**src/srec_pkg.sv**
```systemverilog
// ----------------------------------------------------------------------------
// S-record encoder package
// Shared constants, request codes, ASCII codes, control types and helpers.
// ----------------------------------------------------------------------------
`timescale 1ns / 1ps
`default_nettype none

package srec_pkg;

   localparam int unsigned BYTES_PER_RECORD_DEF = 16;
   localparam int unsigned COUNT_EXTRA          = 5;

   // request codes
   localparam logic [1:0] REQ_BEGIN = 2'd0;
   localparam logic [1:0] REQ_DATA  = 2'd1;
   localparam logic [1:0] REQ_ENTRY = 2'd2;

   // ASCII
   localparam logic [7:0] CHAR_S  = 8'h53;
   localparam logic [7:0] CHAR_3  = 8'h33;
   localparam logic [7:0] CHAR_7  = 8'h37;
   localparam logic [7:0] CHAR_LF = 8'h0a;

   typedef enum logic [3:0] {
      ST_IDLE,
      ST_SETUP,
      ST_S,
      ST_KIND,
      ST_COUNT,
      ST_ADDR,
      ST_DATA,
      ST_SUM,
      ST_EOL
   } state_type;

   typedef enum logic [2:0] {
      SEL_S,
      SEL_KIND,
      SEL_COUNT,
      SEL_ADDR,
      SEL_DATA,
      SEL_SUM,
      SEL_EOL
   } char_sel_type;

   typedef struct packed {
      logic         load_item;    // apply accepted item to record state
      logic         setup_line;   // latch count, address, checksum of a line
      logic         line_s7;      // line being built is an S7 line
      logic         emit;         // load one character into the output stage
      logic         clear_record; // S3 line done, empty the record
      logic         lo_nib;       // low nibble of the current byte
      char_sel_type sel;
   } ctl_cmd_type;

   typedef struct packed {
      logic slot_free;      // output stage can take a character
      logic fill_zero;      // no bytes held
      logic fill_last_slot; // next data byte fills the record
   } dp_stat_type;

   function automatic logic [7:0] hex_char(input logic [3:0] nib);
      logic [7:0] wide;
      wide = {4'b0000, nib};
      if (nib < 4'd10) begin
         return 8'h30 + wide;
      end else begin
         return 8'h57 + wide;
      end
   endfunction

endpackage

`default_nettype wire

```
**src/srec_if.sv**
```systemverilog
// ----------------------------------------------------------------------------
// S-record encoder channels
// Valid/ready interfaces for the request items and the character items.
// ----------------------------------------------------------------------------
`timescale 1ns / 1ps
`default_nettype none

interface srec_req_if;
   logic        valid;
   logic        ready;
   logic [1:0]  req_type;
   logic [31:0] address;
   logic [7:0]  byte_value;
   logic        last_of_group;

   modport source (output valid, req_type, address, byte_value, last_of_group,
                   input ready);
   modport sink   (input valid, req_type, address, byte_value, last_of_group,
                   output ready);
endinterface

interface srec_rsp_if;
   logic       valid;
   logic       ready;
   logic [7:0] out_char;
   logic       line_end;

   modport source (output valid, out_char, line_end, input ready);
   modport sink   (input valid, out_char, line_end, output ready);
endinterface

`default_nettype wire

```
**src/srecord_s3_encoder_unit.sv**
```systemverilog
// ----------------------------------------------------------------------------
// S-record S3/S7 encoder
// Buffers data bytes into records and streams S3/S7 lines as ASCII characters.
// ----------------------------------------------------------------------------
//
//  channel  | dir | payload                                    | handshake
//  ---------+-----+--------------------------------------------+------------
//  req_chan | in  | req_type, address, byte_value, last_of_group | valid/ready
//  rsp_chan | out | out_char, line_end                         | valid/ready
//
//  A data byte that does not close a record leaves the encoder idle, ready for the next item.
//  A line takes a setup state, then its characters one at a time: an S3 line of
//  n bytes is 15 + 2n characters, an S7 line 15, and a flushing item holds
//  req_chan.ready low until its line (and, for an entry, the S7 line) is walked.
//  The single output register sets the pace: a stall on rsp_chan freezes the
//  line walk in place; nothing is dropped.
//  Reset (synchronous) empties the record and zeroes the running address.
//
`timescale 1ns / 1ps
`default_nettype none

module srecord_s3_encoder_unit import srec_pkg::*; #(
   parameter int unsigned BYTES_PER_RECORD = BYTES_PER_RECORD_DEF
) (
   input  wire logic  clock,
   input  wire logic  reset,
   srec_req_if.sink   req_chan,
   srec_rsp_if.source rsp_chan
);

   localparam int unsigned IDX_W = (BYTES_PER_RECORD > 1) ? $clog2(BYTES_PER_RECORD) : 1;
   localparam int unsigned POS_W = (BYTES_PER_RECORD > 4) ? $clog2(BYTES_PER_RECORD) : 2;

   ctl_cmd_type      cmd;
   dp_stat_type      stat;
   logic [POS_W-1:0] pos;
   logic [POS_W-1:0] rd_pos;
   logic [IDX_W-1:0] data_end_idx;
   logic             req_ready;
   logic             rsp_valid;
   logic [7:0]       rsp_out_char;
   logic             rsp_line_end;

   // controller: item decode and per-line field sequencing
   srec_ctrl #(
      .BYTES_PER_RECORD(BYTES_PER_RECORD)
   ) u_ctrl (
      .clock        (clock),
      .reset        (reset),
      .req_valid    (req_chan.valid),
      .req_type     (req_chan.req_type),
      .req_last     (req_chan.last_of_group),
      .req_ready    (req_ready),
      .stat         (stat),
      .data_end_idx (data_end_idx),
      .cmd          (cmd),
      .pos          (pos),
      .rd_pos       (rd_pos)
   );

   // datapath: record buffer, checksum and the output character register;
   // rd_pos is the walk's next position, so the buffer read is registered
   srec_datapath #(
      .BYTES_PER_RECORD(BYTES_PER_RECORD)
   ) u_datapath (
      .clock          (clock),
      .reset          (reset),
      .cmd            (cmd),
      .pos            (pos),
      .rd_pos         (rd_pos),
      .req_type       (req_chan.req_type),
      .req_address    (req_chan.address),
      .req_byte_value (req_chan.byte_value),
      .rsp_ready      (rsp_chan.ready),
      .stat           (stat),
      .data_end_idx   (data_end_idx),
      .rsp_valid      (rsp_valid),
      .rsp_out_char   (rsp_out_char),
      .rsp_line_end   (rsp_line_end)
   );

   assign req_chan.ready    = req_ready;
   assign rsp_chan.valid    = rsp_valid;
   assign rsp_chan.out_char = rsp_out_char;
   assign rsp_chan.line_end = rsp_line_end;

endmodule

`default_nettype wire

```
**src/srec_datapath.sv**
```systemverilog
// ----------------------------------------------------------------------------
// S-record encoder datapath
// Record buffer, address/sum state, line fields and output character stage.
// ----------------------------------------------------------------------------
`timescale 1ns / 1ps
`default_nettype none

module srec_datapath import srec_pkg::*; #(
   parameter int unsigned BYTES_PER_RECORD = BYTES_PER_RECORD_DEF,
   localparam int unsigned IDX_W  = (BYTES_PER_RECORD > 1) ? $clog2(BYTES_PER_RECORD) : 1,
   localparam int unsigned POS_W  = (BYTES_PER_RECORD > 4) ? $clog2(BYTES_PER_RECORD) : 2,
   localparam int unsigned FILL_W = $clog2(BYTES_PER_RECORD + 1)
) (
   input  wire logic              clock,
   input  wire logic              reset,
   input  wire ctl_cmd_type       cmd,
   input  wire logic [POS_W-1:0]  pos,
   input  wire logic [POS_W-1:0]  rd_pos,
   input  wire logic [1:0]        req_type,
   input  wire logic [31:0]       req_address,
   input  wire logic [7:0]        req_byte_value,
   input  wire logic              rsp_ready,
   output dp_stat_type            stat,
   output logic [IDX_W-1:0]       data_end_idx,
   output logic                   rsp_valid,
   output logic [7:0]             rsp_out_char,
   output logic                   rsp_line_end
);

   logic [7:0]        record_bytes_ff [BYTES_PER_RECORD];
   logic [7:0]        data_byte_ff;
   logic [FILL_W-1:0] fill_ff, fill_in;
   logic [31:0]       record_addr_ff, record_addr_in;
   logic [31:0]       next_addr_ff, next_addr_in;
   logic [7:0]        data_sum_ff, data_sum_in;
   logic [31:0]       entry_addr_ff, entry_addr_in;

   logic [7:0]        kind_ff, kind_in;
   logic [7:0]        count_ff, count_in;
   logic [31:0]       line_addr_ff, line_addr_in;
   logic [7:0]        chk_ff, chk_in;

   logic              rsp_valid_ff, rsp_valid_in;
   logic [7:0]        rsp_char_ff, rsp_char_in;
   logic              rsp_end_ff, rsp_end_in;

   logic              is_data;
   logic [7:0]        dsum_sel;
   logic [7:0]        cur_byte;
   logic [7:0]        char_val;

   assign is_data = cmd.load_item && (req_type == REQ_DATA);

   // record state
   always_comb begin
      fill_in        = fill_ff;
      record_addr_in = record_addr_ff;
      next_addr_in   = next_addr_ff;
      data_sum_in    = data_sum_ff;
      entry_addr_in  = entry_addr_ff;
      if (cmd.load_item) begin
         unique case (req_type)
            REQ_BEGIN: begin
               next_addr_in = req_address;
            end
            REQ_DATA: begin
               if (fill_ff == '0) begin
                  record_addr_in = next_addr_ff;
               end
               fill_in      = fill_ff + FILL_W'(1);
               data_sum_in  = data_sum_ff + req_byte_value;
               next_addr_in = next_addr_ff + 32'd1;
            end
            REQ_ENTRY: begin
               entry_addr_in = req_address;
            end
            default: ;
         endcase
      end
      if (cmd.clear_record) begin
         fill_in     = '0;
         data_sum_in = '0;
      end
   end

   // line fields: count, address and checksum latched before the first char
   always_comb begin
      kind_in      = kind_ff;
      count_in     = count_ff;
      line_addr_in = line_addr_ff;
      chk_in       = chk_ff;
      dsum_sel     = cmd.line_s7 ? 8'd0 : data_sum_ff;
      if (cmd.setup_line) begin
         kind_in      = cmd.line_s7 ? CHAR_7 : CHAR_3;
         count_in     = cmd.line_s7 ? 8'(COUNT_EXTRA) : 8'(fill_ff) + 8'(COUNT_EXTRA);
         line_addr_in = cmd.line_s7 ? entry_addr_ff : record_addr_ff;
         chk_in       = ~(count_in + line_addr_in[31:24] + line_addr_in[23:16]
                          + line_addr_in[15:8] + line_addr_in[7:0] + dsum_sel);
      end
   end

   // character select
   always_comb begin
      cur_byte = chk_ff;
      case (cmd.sel)
         SEL_COUNT: cur_byte = count_ff;
         SEL_ADDR: begin
            case (pos[1:0])
               2'd0:    cur_byte = line_addr_ff[31:24];
               2'd1:    cur_byte = line_addr_ff[23:16];
               2'd2:    cur_byte = line_addr_ff[15:8];
               default: cur_byte = line_addr_ff[7:0];
            endcase
         end
         SEL_DATA: cur_byte = data_byte_ff;
         default:  cur_byte = chk_ff;
      endcase
      char_val = hex_char(cmd.lo_nib ? cur_byte[3:0] : cur_byte[7:4]);
      case (cmd.sel)
         SEL_S:    char_val = CHAR_S;
         SEL_KIND: char_val = kind_ff;
         SEL_EOL:  char_val = CHAR_LF;
         default:  ;
      endcase
   end

   // output stage
   always_comb begin
      rsp_valid_in = rsp_valid_ff;
      rsp_char_in  = rsp_char_ff;
      rsp_end_in   = rsp_end_ff;
      if (cmd.emit) begin
         rsp_valid_in = 1'b1;
         rsp_char_in  = char_val;
         rsp_end_in   = (cmd.sel == SEL_EOL);
      end else if (rsp_ready) begin
         rsp_valid_in = 1'b0;
      end
   end

   always_ff @(posedge clock) begin
      if (reset) begin
         fill_ff        <= '0;
         record_addr_ff <= '0;
         next_addr_ff   <= '0;
         data_sum_ff    <= '0;
         rsp_valid_ff   <= 1'b0;
      end else begin
         fill_ff        <= fill_in;
         record_addr_ff <= record_addr_in;
         next_addr_ff   <= next_addr_in;
         data_sum_ff    <= data_sum_in;
         rsp_valid_ff   <= rsp_valid_in;
      end
   end

   always_ff @(posedge clock) begin
      entry_addr_ff <= entry_addr_in;
      kind_ff       <= kind_in;
      count_ff      <= count_in;
      line_addr_ff  <= line_addr_in;
      chk_ff        <= chk_in;
      rsp_char_ff   <= rsp_char_in;
      rsp_end_ff    <= rsp_end_in;
   end

   // record buffer, written at the fill position; read at the walk's next
   // position so the byte is registered when its state comes up
   always_ff @(posedge clock) begin
      if (is_data) begin
         record_bytes_ff[fill_ff[IDX_W-1:0]] <= req_byte_value;
      end
      data_byte_ff <= record_bytes_ff[rd_pos[IDX_W-1:0]];
   end

   assign stat.slot_free      = !rsp_valid_ff || rsp_ready;
   assign stat.fill_zero      = (fill_ff == '0);
   assign stat.fill_last_slot = (fill_ff == FILL_W'(BYTES_PER_RECORD - 1));
   assign data_end_idx        = IDX_W'(fill_ff - FILL_W'(1));

   assign rsp_valid    = rsp_valid_ff;
   assign rsp_out_char = rsp_char_ff;
   assign rsp_line_end = rsp_end_ff;

endmodule

`default_nettype wire

```
**src/srec_ctrl.sv**
```systemverilog
// ----------------------------------------------------------------------------
// S-record encoder controller
// Accepts items, decides flushes and walks the fields of each output line.
// ----------------------------------------------------------------------------
`timescale 1ns / 1ps
`default_nettype none

module srec_ctrl import srec_pkg::*; #(
   parameter int unsigned BYTES_PER_RECORD = BYTES_PER_RECORD_DEF,
   localparam int unsigned IDX_W = (BYTES_PER_RECORD > 1) ? $clog2(BYTES_PER_RECORD) : 1,
   localparam int unsigned POS_W = (BYTES_PER_RECORD > 4) ? $clog2(BYTES_PER_RECORD) : 2
) (
   input  wire logic             clock,
   input  wire logic             reset,
   input  wire logic             req_valid,
   input  wire logic [1:0]       req_type,
   input  wire logic             req_last,
   output logic                  req_ready,
   input  wire dp_stat_type      stat,
   input  wire logic [IDX_W-1:0] data_end_idx,
   output ctl_cmd_type           cmd,
   output logic [POS_W-1:0]      pos,
   output logic [POS_W-1:0]      rd_pos
);

   state_type        state_ff, state_in;
   logic [POS_W-1:0] pos_ff, pos_in;
   logic             lo_ff, lo_in;
   logic             line_s7_ff, line_s7_in;
   logic             entry_pend_ff, entry_pend_in;

   // next state
   always_comb begin
      state_in      = state_ff;
      pos_in        = pos_ff;
      lo_in         = lo_ff;
      line_s7_in    = line_s7_ff;
      entry_pend_in = entry_pend_ff;
      unique case (state_ff)
         ST_IDLE: begin
            if (req_valid) begin
               unique case (req_type)
                  REQ_DATA: begin
                     if (stat.fill_last_slot || req_last) begin
                        state_in      = ST_SETUP;
                        line_s7_in    = 1'b0;
                        entry_pend_in = 1'b0;
                     end
                  end
                  REQ_BEGIN: begin
                     if (!stat.fill_zero) begin
                        state_in      = ST_SETUP;
                        line_s7_in    = 1'b0;
                        entry_pend_in = 1'b0;
                     end
                  end
                  REQ_ENTRY: begin
                     // pending record goes out first, then the S7 line
                     state_in      = ST_SETUP;
                     line_s7_in    = stat.fill_zero;
                     entry_pend_in = !stat.fill_zero;
                  end
                  default: ;
               endcase
            end
         end
         ST_SETUP: begin
            state_in = ST_S;
            pos_in   = '0;
            lo_in    = 1'b0;
         end
         ST_S: begin
            if (stat.slot_free) begin
               state_in = ST_KIND;
            end
         end
         ST_KIND: begin
            if (stat.slot_free) begin
               state_in = ST_COUNT;
            end
         end
         ST_COUNT: begin
            if (stat.slot_free) begin
               lo_in = !lo_ff;
               if (lo_ff) begin
                  state_in = ST_ADDR;
                  pos_in   = '0;
               end
            end
         end
         ST_ADDR: begin
            if (stat.slot_free) begin
               lo_in = !lo_ff;
               if (lo_ff) begin
                  if (pos_ff == POS_W'(3)) begin
                     pos_in   = '0;
                     state_in = line_s7_ff ? ST_SUM : ST_DATA;
                  end else begin
                     pos_in = pos_ff + POS_W'(1);
                  end
               end
            end
         end
         ST_DATA: begin
            if (stat.slot_free) begin
               lo_in = !lo_ff;
               if (lo_ff) begin
                  if (pos_ff[IDX_W-1:0] == data_end_idx) begin
                     state_in = ST_SUM;
                  end else begin
                     pos_in = pos_ff + POS_W'(1);
                  end
               end
            end
         end
         ST_SUM: begin
            if (stat.slot_free) begin
               lo_in = !lo_ff;
               if (lo_ff) begin
                  state_in = ST_EOL;
               end
            end
         end
         ST_EOL: begin
            if (stat.slot_free) begin
               if (entry_pend_ff) begin
                  state_in      = ST_SETUP;
                  line_s7_in    = 1'b1;
                  entry_pend_in = 1'b0;
               end else begin
                  state_in = ST_IDLE;
               end
            end
         end
         default: state_in = ST_IDLE;
      endcase
   end

   // outputs
   always_comb begin
      cmd              = '0;
      cmd.sel          = SEL_S;
      cmd.line_s7      = line_s7_ff;
      cmd.lo_nib       = lo_ff;
      req_ready        = 1'b0;
      unique case (state_ff)
         ST_IDLE: begin
            req_ready     = 1'b1;
            cmd.load_item = req_valid;
         end
         ST_SETUP: begin
            cmd.setup_line = 1'b1;
         end
         ST_S: begin
            cmd.emit = stat.slot_free;
            cmd.sel  = SEL_S;
         end
         ST_KIND: begin
            cmd.emit = stat.slot_free;
            cmd.sel  = SEL_KIND;
         end
         ST_COUNT: begin
            cmd.emit = stat.slot_free;
            cmd.sel  = SEL_COUNT;
         end
         ST_ADDR: begin
            cmd.emit = stat.slot_free;
            cmd.sel  = SEL_ADDR;
         end
         ST_DATA: begin
            cmd.emit = stat.slot_free;
            cmd.sel  = SEL_DATA;
         end
         ST_SUM: begin
            cmd.emit = stat.slot_free;
            cmd.sel  = SEL_SUM;
         end
         ST_EOL: begin
            cmd.emit         = stat.slot_free;
            cmd.sel          = SEL_EOL;
            cmd.clear_record = stat.slot_free && !line_s7_ff;
         end
         default: ;
      endcase
   end

   always_ff @(posedge clock) begin
      if (reset) begin
         state_ff      <= ST_IDLE;
         pos_ff        <= '0;
         lo_ff         <= 1'b0;
         line_s7_ff    <= 1'b0;
         entry_pend_ff <= 1'b0;
      end else begin
         state_ff      <= state_in;
         pos_ff        <= pos_in;
         lo_ff         <= lo_in;
         line_s7_ff    <= line_s7_in;
         entry_pend_ff <= entry_pend_in;
      end
   end

   assign pos    = pos_ff;
   assign rd_pos = pos_in;

endmodule

`default_nettype wire

```
**src/flat_wrapper.sv**
```systemverilog
// flat-port wrapper written by rule: the top's interface ports become plain ports
module srecord_s3_encoder_unit_flat import srec_pkg::*;
#(
   parameter int unsigned BYTES_PER_RECORD = BYTES_PER_RECORD_DEF
)
  (clock, reset, req_chan_valid, req_chan_req_type, req_chan_address, req_chan_byte_value, req_chan_last_of_group, req_chan_ready, rsp_chan_valid, rsp_chan_out_char, rsp_chan_line_end, rsp_chan_ready);
  srec_req_if req_chan_i ();
  srec_rsp_if rsp_chan_i ();
  input  wire logic clock;
  input  wire logic reset;
  input wire logic [$bits(req_chan_i.valid)-1:0] req_chan_valid;
  input wire logic [$bits(req_chan_i.req_type)-1:0] req_chan_req_type;
  input wire logic [$bits(req_chan_i.address)-1:0] req_chan_address;
  input wire logic [$bits(req_chan_i.byte_value)-1:0] req_chan_byte_value;
  input wire logic [$bits(req_chan_i.last_of_group)-1:0] req_chan_last_of_group;
  output wire logic [$bits(req_chan_i.ready)-1:0] req_chan_ready;
  output wire logic [$bits(rsp_chan_i.valid)-1:0] rsp_chan_valid;
  output wire logic [$bits(rsp_chan_i.out_char)-1:0] rsp_chan_out_char;
  output wire logic [$bits(rsp_chan_i.line_end)-1:0] rsp_chan_line_end;
  input wire logic [$bits(rsp_chan_i.ready)-1:0] rsp_chan_ready;
  assign req_chan_i.valid = req_chan_valid;
  assign req_chan_i.req_type = req_chan_req_type;
  assign req_chan_i.address = req_chan_address;
  assign req_chan_i.byte_value = req_chan_byte_value;
  assign req_chan_i.last_of_group = req_chan_last_of_group;
  assign req_chan_ready = req_chan_i.ready;
  assign rsp_chan_valid = rsp_chan_i.valid;
  assign rsp_chan_out_char = rsp_chan_i.out_char;
  assign rsp_chan_line_end = rsp_chan_i.line_end;
  assign rsp_chan_i.ready = rsp_chan_ready;
  srecord_s3_encoder_unit #(.BYTES_PER_RECORD(BYTES_PER_RECORD)) u_core (.clock(clock), .reset(reset), .req_chan(req_chan_i), .rsp_chan(rsp_chan_i));
endmodule
```
**config.mk**
```make
export PLATFORM = sky130hd
export DESIGN_NAME = srecord_s3_encoder_unit_flat
export DESIGN_NICKNAME = d
export VERILOG_FILES = /design/src/srec_pkg.sv /design/src/srec_if.sv /design/src/srecord_s3_encoder_unit.sv /design/src/srec_datapath.sv /design/src/srec_ctrl.sv /design/src/flat_wrapper.sv
export SDC_FILE = /design/constraint.sdc
export NUM_CORES = 1
export LEC_CHECK = 0
export ABC_AREA = 1
export BUFFER_PORTS_ARGS = -buffer_cell sky130_fd_sc_hd__buf_2
export CORE_ASPECT_RATIO = 0.6
export CORE_MARGIN = 2
export CORE_UTILIZATION = 55
export DETAILED_ROUTE_END_ITERATION = 7
export MAX_ROUTING_LAYER = met4
export PLACE_DENSITY = 0.68
export SLEW_MARGIN = 10
export SYNTH_ARGS = -nofsm -noshare
export SYNTH_HDL_FRONTEND = slang
export SYNTH_SLANG_ARGS = --single-unit
export TNS_END_PERCENT = 10
```
**constraint.sdc**
```tcl
create_clock -name clock -period 5 [get_ports clock]
set_clock_uncertainty 0.1 [all_clocks]
set_input_delay 0.5 -clock clock [delete_from_list [all_inputs] [get_ports clock]]
set_output_delay 0.5 -clock clock [all_outputs]
set_load 0.02 [all_outputs]
```
==> results of run 1 <==
-- worst max-delay path: cells and delay by family (launching register included) --
kind,cells,cell delay [ns]
flops,1,0.56
fa+ha+maj,4,1.87
xor+xnor,1,0.09
buf+inv,2,0.34
simple gates,2,0.44
compound gates,4,0.65
-- path summary, 6_finish.rpt --
path / slack, ns / to / start
setup / recovery: 0.69 / u_core.u_datapath.chk_ff[7] / u_core.u_ctrl.line_s7_ff
hold / removal: 0.01 / u_core.u_datapath.entry_addr_ff[23] / req_chan_address[23]
setup reg to reg: 0.69 / u_core.u_datapath.chk_ff[7] / u_core.u_ctrl.line_s7_ff
hold reg to reg: 0.35 / u_core.u_datapath.record_addr_ff[6] / u_core.u_datapath.record_addr_ff[6]
-- layout make-up --
type / instances / area [um^2] / share of cell area [%]
timing repair buffer: 76 / 430 / 2.55
sequential: 312 / 8400 / 49.7
clock buffer: 36 / 773 / 4.58
clock inverter: 20 / 161 / 0.956
inverter: 259 / 972 / 5.76
multi-input combinational: 1015 / 5680 / 33.6
antenna: 3 / 7.51 / 0.0445
tap: 367 / 459 / 2.72
-- through the flow --
stage	setup slack [ns]	std cells	hold slack (ns)	instance area, um^2	total power [mW]
after floorplan	0.866	1660	0.306	15400	5.44
after global placement	0.826	2029	0.339	15900	6.22
after detailed placement	0.744	2029	0.342	15900	6.27
after CTS	0.730	2085	0.000349	16900	8.46
after global routing	0.472	2087	0.00712	16900	9.00
final	0.692	2088	0.0103	16900	8.50
-- power groups by stage --
stage | Sequential [mW] | Combinational [mW] | Clock [mW]
after floorplan | 3.42 | 2.02 | 0
after global placement | 3.47 | 2.75 | 0
after detailed placement | 3.47 | 2.80 | 0
after CTS | 3.42 | 2.82 | 2.22
after global routing | 3.45 | 3.22 | 2.32
final | 3.43 | 2.86 | 2.21
-- per-layer routing --
metal	track usage [%]	vias up	wire [um]
met2	35.1	629	15400
met1	49.6	5606	20700
met4	4.62	0	544
met3	9.75	47	5940
li1	-	5607	-
met5	-	-	0
-- logic make-up (layout without fill, tap and decap cells) --
family | Yosys count | in the layout | share of synthesized area, %
buf+inv | 333 | 391 | 8.83
fa+ha+maj | 53 | 53 | 5.61
flops | 312 | 312 | 54.4
xor+xnor | 34 | 34 | 1.93
compound gates | 278 | 278 | 9.85
simple gates | 649 | 649 | 19.3
other cells | 1 | 4 | 0.0243
-- synth_stat cells, types with 7 or more instances --
cell type / number
sky130_fd_sc_hd__nor2_1: 106
sky130_fd_sc_hd__xor2_1: 17
sky130_fd_sc_hd__o21ai_0: 123
sky130_fd_sc_hd__nand4_1: 15
sky130_fd_sc_hd__nand3_1: 174
sky130_fd_sc_hd__buf_2: 27
sky130_fd_sc_hd__or2_2: 15
sky130_fd_sc_hd__nand3b_1: 29
sky130_fd_sc_hd__edfxtp_1: 215
sky130_fd_sc_hd__a21oi_1: 96
sky130_fd_sc_hd__dfxtp_1: 97
sky130_fd_sc_hd__buf_6: 7
sky130_fd_sc_hd__a31oi_1: 11
sky130_fd_sc_hd__clkbuf_1: 31
sky130_fd_sc_hd__nor3_1: 20
sky130_fd_sc_hd__nor2_2: 7
sky130_fd_sc_hd__ha_1: 26
sky130_fd_sc_hd__nand2_1: 262
sky130_fd_sc_hd__xnor2_1: 17
sky130_fd_sc_hd__buf_4: 7
sky130_fd_sc_hd__fa_1: 27
sky130_fd_sc_hd__inv_2: 16
sky130_fd_sc_hd__nand2_2: 9
sky130_fd_sc_hd__o21ai_1: 14
sky130_fd_sc_hd__inv_1: 243
-- state kept, by name, summed over array words and instances (netlist names) --
register                           cells
u_core.u_datapath.kind_ff              1
u_core.u_ctrl.line_s7_ff               1
u_core.u_datapath.data_byte_ff         8
u_core.u_datapath.record_addr_ff      32
u_core.u_datapath.chk_ff               8
u_core.u_datapath.rsp_out_char         7
u_core.u_ctrl.state_ff                 4
u_core.u_datapath.line_addr_ff        32
u_core.u_datapath.data_sum_ff          8
u_core.u_datapath.record_bytes_ff    128
u_core.u_datapath.count_ff             6
u_core.u_datapath.entry_addr_ff       32
u_core.u_datapath.next_addr_ff        32
u_core.u_ctrl.pos                      4
u_core.u_datapath.rsp_valid            1
u_core.u_ctrl.lo_ff                    1
u_core.u_datapath.rsp_line_end         1
u_core.u_datapath.fill_ff              5
u_core.u_ctrl.entry_pend_ff            1
==> impl_metrics.sql, run 1 <==
INSERT INTO impl_metrics (metric_group, metric, value, unit) VALUES
('power_and_ir_drop', 'internal_power', '5.43', 'mW'),
('global_routing', 'grt_pass1_wl', '64100', 'um'),
('logic_synthesis', 'postSynthCellCount', '1660', ''),
('global_routing', 'number_of_global_route_vias_before_repair', '10700', ''),
('route', 'drt_wl_total', '42600', 'um'),
('power_and_ir_drop', 'ir_drop', '0.322', 'mV'),
('clocking', 'clk-insertion-delay-late', '0.58', 'ns'),
('sta', 'fin_crit_sh', '86.2', '%'),
('worst_setup_path', 'max_stage_delay', '0.56', 'ns'),
('power_and_ir_drop', 'switchingPower', '3.07', 'mW'),
('final_layout', 'final_layout_size_suffix_gt1_share', '10.4', '%'),
('final_layout', 'finish.utilization', '61.2', '%'),
('route', 'detail_route.drc_violations', '0', ''),
('logic_synthesis', 'synth_warnings', '0', ''),
('power_and_ir_drop', 'sequential_fraction_of_design_power', '40.3', '%'),
('logic_synthesis', 'synth.cell_area', '0.0154', 'mm^2'),
('global_routing', 'grt.overflow.total', '0', ''),
('die', 'die_width', '220', 'um'),
('logic_synthesis', 'synth_top_cell_area_share', '41.8', '%'),
('sta', 'slew_violations', '0', ''),
('die', 'std_cell_rows', '47', ''),
('worst_setup_path', 'timing.reg2reg.worst_path_depth', '13', ''),
('worst_setup_path', 'cpMostUsedCell', 'sky130_fd_sc_hd__fa_1', ''),
('clocking', 'cts_num_sinks', '312', ''),
('final_layout', 'final_common_cell', 'sky130_fd_sc_hd__nand2_1', ''),
('global_routing', 'grt_start_max_net_pins', '67', ''),
('worst_setup_path', 'critical_path_required', '5.23', 'ns'),
('logic_synthesis', 'number_of_nets_in_the_synthesized_netlist', '1760', ''),
('logic_synthesis', 'synth_seq_cells', '312', ''),
('route', 'vias_per_cell', '5.69', ''),
('power_and_ir_drop', 'sw_frac_of_total', '36.1', '%'),
('die', 'fp.dieArea', '0.0295', 'mm^2'),
('logic_synthesis', 'fraction_of_registers_with_async_set_reset', '0', '%'),
('final_layout', 'final.fill_count', '2371', ''),
('clocking', 'cts_hold_buffers', '0', ''),
('final_layout', 'most-common-layout-cells', 'sky130_fd_sc_hd__nand2_1, sky130_fd_sc_hd__inv_1, sky130_fd_sc_hd__edfxtp_1', ''),
('worst_setup_path', 'critPathLaunchType', 'register', ''),
('worst_setup_path', 'critPathArrivalTime', '4.53', 'ns'),
('global_routing', 'globalRouteTotalUtil', '30.1', '%'),
('power_and_ir_drop', 'comb_power_share', '33.7', '%'),
('clocking', 'post_cts.resized_instances', '0', ''),
('worst_setup_path', 'critical_path_peak_fanout', '21', ''),
('logic_synthesis', 'ys_seq_area_share', '54.4', '%'),
('logic_synthesis', 'yosys-top-cells-area', 'sky130_fd_sc_hd__edfxtp_1, sky130_fd_sc_hd__dfxtp_1, sky130_fd_sc_hd__nand2_1', ''),
('final_layout', 'nNetsFinal', '1794', ''),
('die', 'start_util', '56.0', '%'),
('route', 'wire_per_inst', '20.4', 'um'),
('logic_synthesis', 'synth_area_per_cell', '9.30', 'um^2'),
('clocking', 'cts_root_buffer', 'sky130_fd_sc_hd__clkbuf_16', ''),
('die', 'ioPinCount', '58', ''),
('sta', 'tightestPinTransition', '1.19', 'ns'),
('logic_synthesis', 'synthDistinctLibCells', '46', ''),
('power_and_ir_drop', 'pwr-share-clk', '26.0', '%'),
('clocking', 'cts_tree', 'done', ''),
('place', 'gpl.final_weighted_congestion', '0.939', ''),
('sta', 'max_clock_freq', '232', 'MHz'),
('worst_hold_path', 'hold_path_depth', '1', ''),
('clocking', 'number_of_levels_in_the_clock_h_tree', '1', ''),
('worst_setup_path', 'crit_path_cell_trace', 'inv_1 > or2_2 > o21ai_0 > fa_1 > fa_1 > fa_1 > inv_1 > ha_1 > a21oi_1 > nand2_1 > a21o_1 > a21oi_1 > xnor2_1', ''),
('status', 'run_status', 'finished clean', ''),
('sta', 'final_report_setup_violation_count', '0', ''),
('die', 'floorplan.core_area', '0.0276', 'mm^2'),
('route', 'detailed_routing_iteration_count_for_the_pre_antenna_repair_pass', '5', ''),
('route', 'drt_iter0_markers', '1613', ''),
('route', 'antenna_violating_nets_post_route', '0', ''),
('worst_setup_path', 'critPathKind', 'reg2reg', ''),
('clocking', 'numCtsBuffers', '30', ''),
('sta', 'hold_violations', '0', ''),
('power_and_ir_drop', 'static-leakage-power', '6.58', 'nW'),
('sta', 'post-route-min-period', '4.31', 'ns'),
('power_and_ir_drop', 'power_density', '503', 'mW/mm^2');
Note: power is estimated with default switching activity, not from simulation.
==> run 2, diff against run 1 <==
--- a/config.mk
+++ b/config.mk
@@ -6,10 +6,11 @@
 export NUM_CORES = 1
 export LEC_CHECK = 0
 export ABC_AREA = 1
-export BUFFER_PORTS_ARGS = -buffer_cell sky130_fd_sc_hd__buf_2
+export BUFFER_PORTS_ARGS = -buffer_cell sky130_fd_sc_hd__buf_4
 export CORE_ASPECT_RATIO = 0.6
 export CORE_MARGIN = 2
 export CORE_UTILIZATION = 55
+export CTS_CLUSTER_SIZE = 40
 export DETAILED_ROUTE_END_ITERATION = 7
 export MAX_ROUTING_LAYER = met4
 export PLACE_DENSITY = 0.68
==> impl_metrics.sql, run 2 (synthesis results as in run 1) <==
INSERT INTO impl_metrics (metric_group, metric, value, unit) VALUES
('status', 'run_status', 'finished clean', ''),
('worst_setup_path', 'r2r-start', 'u_core.u_ctrl.line_s7_ff', ''),
('global_routing', 'antenna_found_initial', '1', ''),
('worst_setup_path', 'cpMostUsedCell', 'sky130_fd_sc_hd__fa_1', ''),
('route', 'antenna_violating_nets_post_route', '0', ''),
('die', 'die_width', '220', 'um'),
('sta', 'slew_headroom', '17.4', '%'),
('sta', 'setup_total_negative_slack', '0', 'ns'),
('sta', 'post-route-min-period', '4.32', 'ns'),
('worst_setup_path', 'crit_path_cell_trace', 'inv_1 > or2_2 > o21ai_0 > fa_1 > fa_1 > fa_1 > inv_1 > ha_1 > a21oi_1 > nand2_1 > a21o_1 > a21oi_1 > xnor2_1', ''),
('worst_setup_path', 'critical_path_required', '5.23', 'ns'),
('clocking', 'buffers_inserted_during_post_cts_setup_optimization', '0', ''),
('final_layout', 'final.fill_count', '2317', ''),
('global_routing', 'grt.overflow.total', '0', ''),
('sta', 'tightestPinTransition', '1.23', 'ns'),
('worst_setup_path', 'crit_path_end_kind', 'register', ''),
('place', 'gpl.final_weighted_congestion', '0.945', ''),
('sta', 'slew_violations', '0', ''),
('clocking', 'clk-insertion-delay-late', '0.57', 'ns'),
('power_and_ir_drop', 'finalPower', '8.68', 'mW'),
('final_layout', 'largest_register_ff_count', '128', ''),
('sta', 'fin_crit_sh', '86.3', '%'),
('worst_setup_path', 'timing.rr.end', 'u_core.u_datapath.chk_ff[7]', ''),
('global_routing', 'globalRouteTotalUtil', '30.8', '%'),
('sta', 'final_report_setup_violation_count', '0', ''),
('route', 'detailed_routing_iteration_count_for_the_pre_antenna_repair_pass', '6', ''),
('final_layout', 'multi_input_area', '0.00568', 'mm^2'),
('sta', 'max_clock_freq', '232', 'MHz'),
('clocking', 'number_of_levels_in_the_clock_h_tree', '1', ''),
('final_layout', 'final_common_cell', 'sky130_fd_sc_hd__nand2_1', ''),
('global_routing', 'grt_start_max_net_pins', '67', ''),
('global_routing', 'number_of_global_route_vias_before_repair', '10600', ''),
('route', 'num_vias', '12000', ''),
('clocking', 'cts_root_buffer', 'sky130_fd_sc_hd__clkbuf_16', ''),
('worst_setup_path', 'worst_setup_startpoint', 'u_core.u_ctrl.line_s7_ff', ''),
('final_layout', 'area.sequential', '0.00840', 'mm^2'),
('worst_setup_path', 'critical_path_endpoint', 'u_core.u_datapath.chk_ff[7]', ''),
('route', 'detail_route.drc_violations', '0', ''),
('die', 'fp.dieArea', '0.0295', 'mm^2'),
('die', 'std_cell_rows', '47', ''),
('die', 'floorplan.core_area', '0.0276', 'mm^2'),
('global_routing', 'grt_pass1_wl', '65500', 'um'),
('sta', 'unrepaired_setup_endpoints_after_global_routing', 'false', ''),
('sta', 'hold_violations', '0', ''),
('route', 'drt_iter0_markers', '1727', ''),
('power_and_ir_drop', 'power_density', '506', 'mW/mm^2'),
('route', 'vias_per_cell', '5.73', ''),
('worst_setup_path', 'critical_path_peak_fanout', '21', ''),
('clocking', 'numCtsBuffers', '30', ''),
('place', 'place_hpwl', '30500', 'um'),
('die', 'ioPinCount', '58', ''),
('worst_setup_path', 'critPathArrivalTime', '4.54', 'ns'),
('final_layout', 'finish.utilization', '62.2', '%'),
('worst_hold_path', 'worst_hold_path_type', 'in2reg', ''),
('worst_setup_path', 'timing.reg2reg.worst_path_depth', '13', ''),
('power_and_ir_drop', 'static-leakage-power', '6.69', 'nW'),
('clocking', 'cts_num_sinks', '312', ''),
('worst_setup_path', 'critical_path.top_delay_family', 'adder cells', ''),
('final_layout', 'final_layout_size_suffix_gt1_share', '10.9', '%'),
('die', 'die_height', '134', 'um'),
('worst_setup_path', 'critPathKind', 'reg2reg', ''),
('worst_setup_path', 'cp_slowest_cell', 'sky130_fd_sc_hd__dfxtp_2', ''),
('die', 'start_util', '56.0', '%'),
('clocking', 'post_cts.resized_instances', '0', ''),
('final_layout', 'most-common-layout-cells', 'sky130_fd_sc_hd__nand2_1, sky130_fd_sc_hd__inv_1, sky130_fd_sc_hd__edfxtp_1', ''),
('route', 'drt_wl_total', '43200', 'um'),
('job', 'max-cap-violations', '0', ''),
('final_layout', 'nNetsFinal', '1796', ''),
('worst_setup_path', 'reg2reg_setup_slack', '0.68', 'ns'),
('clocking', 'clk_transition_reported_paths', '0.07', 'ns'),
('route', 'wire_per_inst', '20.7', 'um'),
('clocking', 'clock_tree.buffer_depth', '3', ''),
('clocking', 'cts_hold_buffers', '3', ''),
('power_and_ir_drop', 'ir_drop', '0.334', 'mV'),
('worst_setup_path', 'cp.depth', '13', ''),
('final_layout', 'syn_to_final_growth', '11.1', '%'),
('worst_setup_path', 'critPathBufInv', '2', ''),
('worst_setup_path', 'max_stage_delay', '0.55', 'ns'),
('place', 'portBuffers', '56', ''),
('clocking', 'cts_tree', 'done', ''),
('worst_setup_path', 'critPathLaunchType', 'register', '');
## run 2: cell count changes in the layout (fill, tap and decap cells not counted), sizes merged
cell	previous run	this run
inv	259	260
clkinvlp	2	3
diode	3	1
dlygate4sd3	0	3
clkbuf	36	41
clkinv	16	9
buf	76	75
## run 2: area by class of cell
| type | count | share of cell area, % |
|---|---|---|
| sequential | 312 | 49.0 |
| multi-input combinational | 1015 | 33.1 |
| inverter | 259 | 5.67 |
| clock buffer | 41 | 5.16 |
| timing repair buffer | 78 | 3.53 |
| tap | 367 | 2.68 |
| clock inverter | 15 | 0.832 |
| antenna | 1 | 0.0146 |
## run 2: report_power, final
| group | switching (mW) | internal, mW | leakage (nW) |
|---|---|---|---|
| Clock | 1.01 | 1.35 | 0.502 |
| Combinational | 1.87 | 1.02 | 3.45 |
| Sequential | 0.191 | 3.24 | 2.74 |
| Total | 3.07 | 5.60 | 6.69 |
## run 2: worst min path at each step
stage	start	endpoint	slack [ns]	cells after the start
finish	req_chan_address[27]	u_core.u_datapath.entry_addr_ff[27]	0.02	1
global route	req_chan_address[26]	u_core.u_datapath.entry_addr_ff[26]	0.004	1
detailed placement	u_core.u_datapath.record_addr_ff[27]	u_core.u_datapath.record_addr_ff[27]	0.34	2
floorplan	u_core.u_ctrl.line_s7_ff	u_core.u_datapath.kind_ff[2]	0.31	0
global placement	u_core.u_datapath.record_addr_ff[23]	u_core.u_datapath.record_addr_ff[23]	0.34	2
CTS	req_chan_address[6]	u_core.u_datapath.entry_addr_ff[6]	0.0004	1
## run 2: metrics by stage
| stage | setup WS (ns) | hold slack [ns] | area, um^2 | cells |
|---|---|---|---|---|
| detailed placement | 0.754 | 0.343 | 16100 | 2028 |
| floorplan | 0.866 | 0.306 | 15400 | 1660 |
| finish | 0.685 | 0.0191 | 17100 | 2088 |
| CTS | 0.745 | 0.000415 | 17100 | 2087 |
| global placement | 0.844 | 0.338 | 16100 | 2028 |
| global route | 0.514 | 0.00407 | 17100 | 2088 |
## run 2: routing by layer
metal | vias to the layer above | GRT usage [%] | part of all wire (%)
met5 | - | - | 0
met4 | 0 | 3.95 | 0.98
met3 | 36 | 11.0 | 14
met2 | 612 | 34.7 | 36
met1 | 5686 | 51.4 | 49
li1 | 5623 | - | -
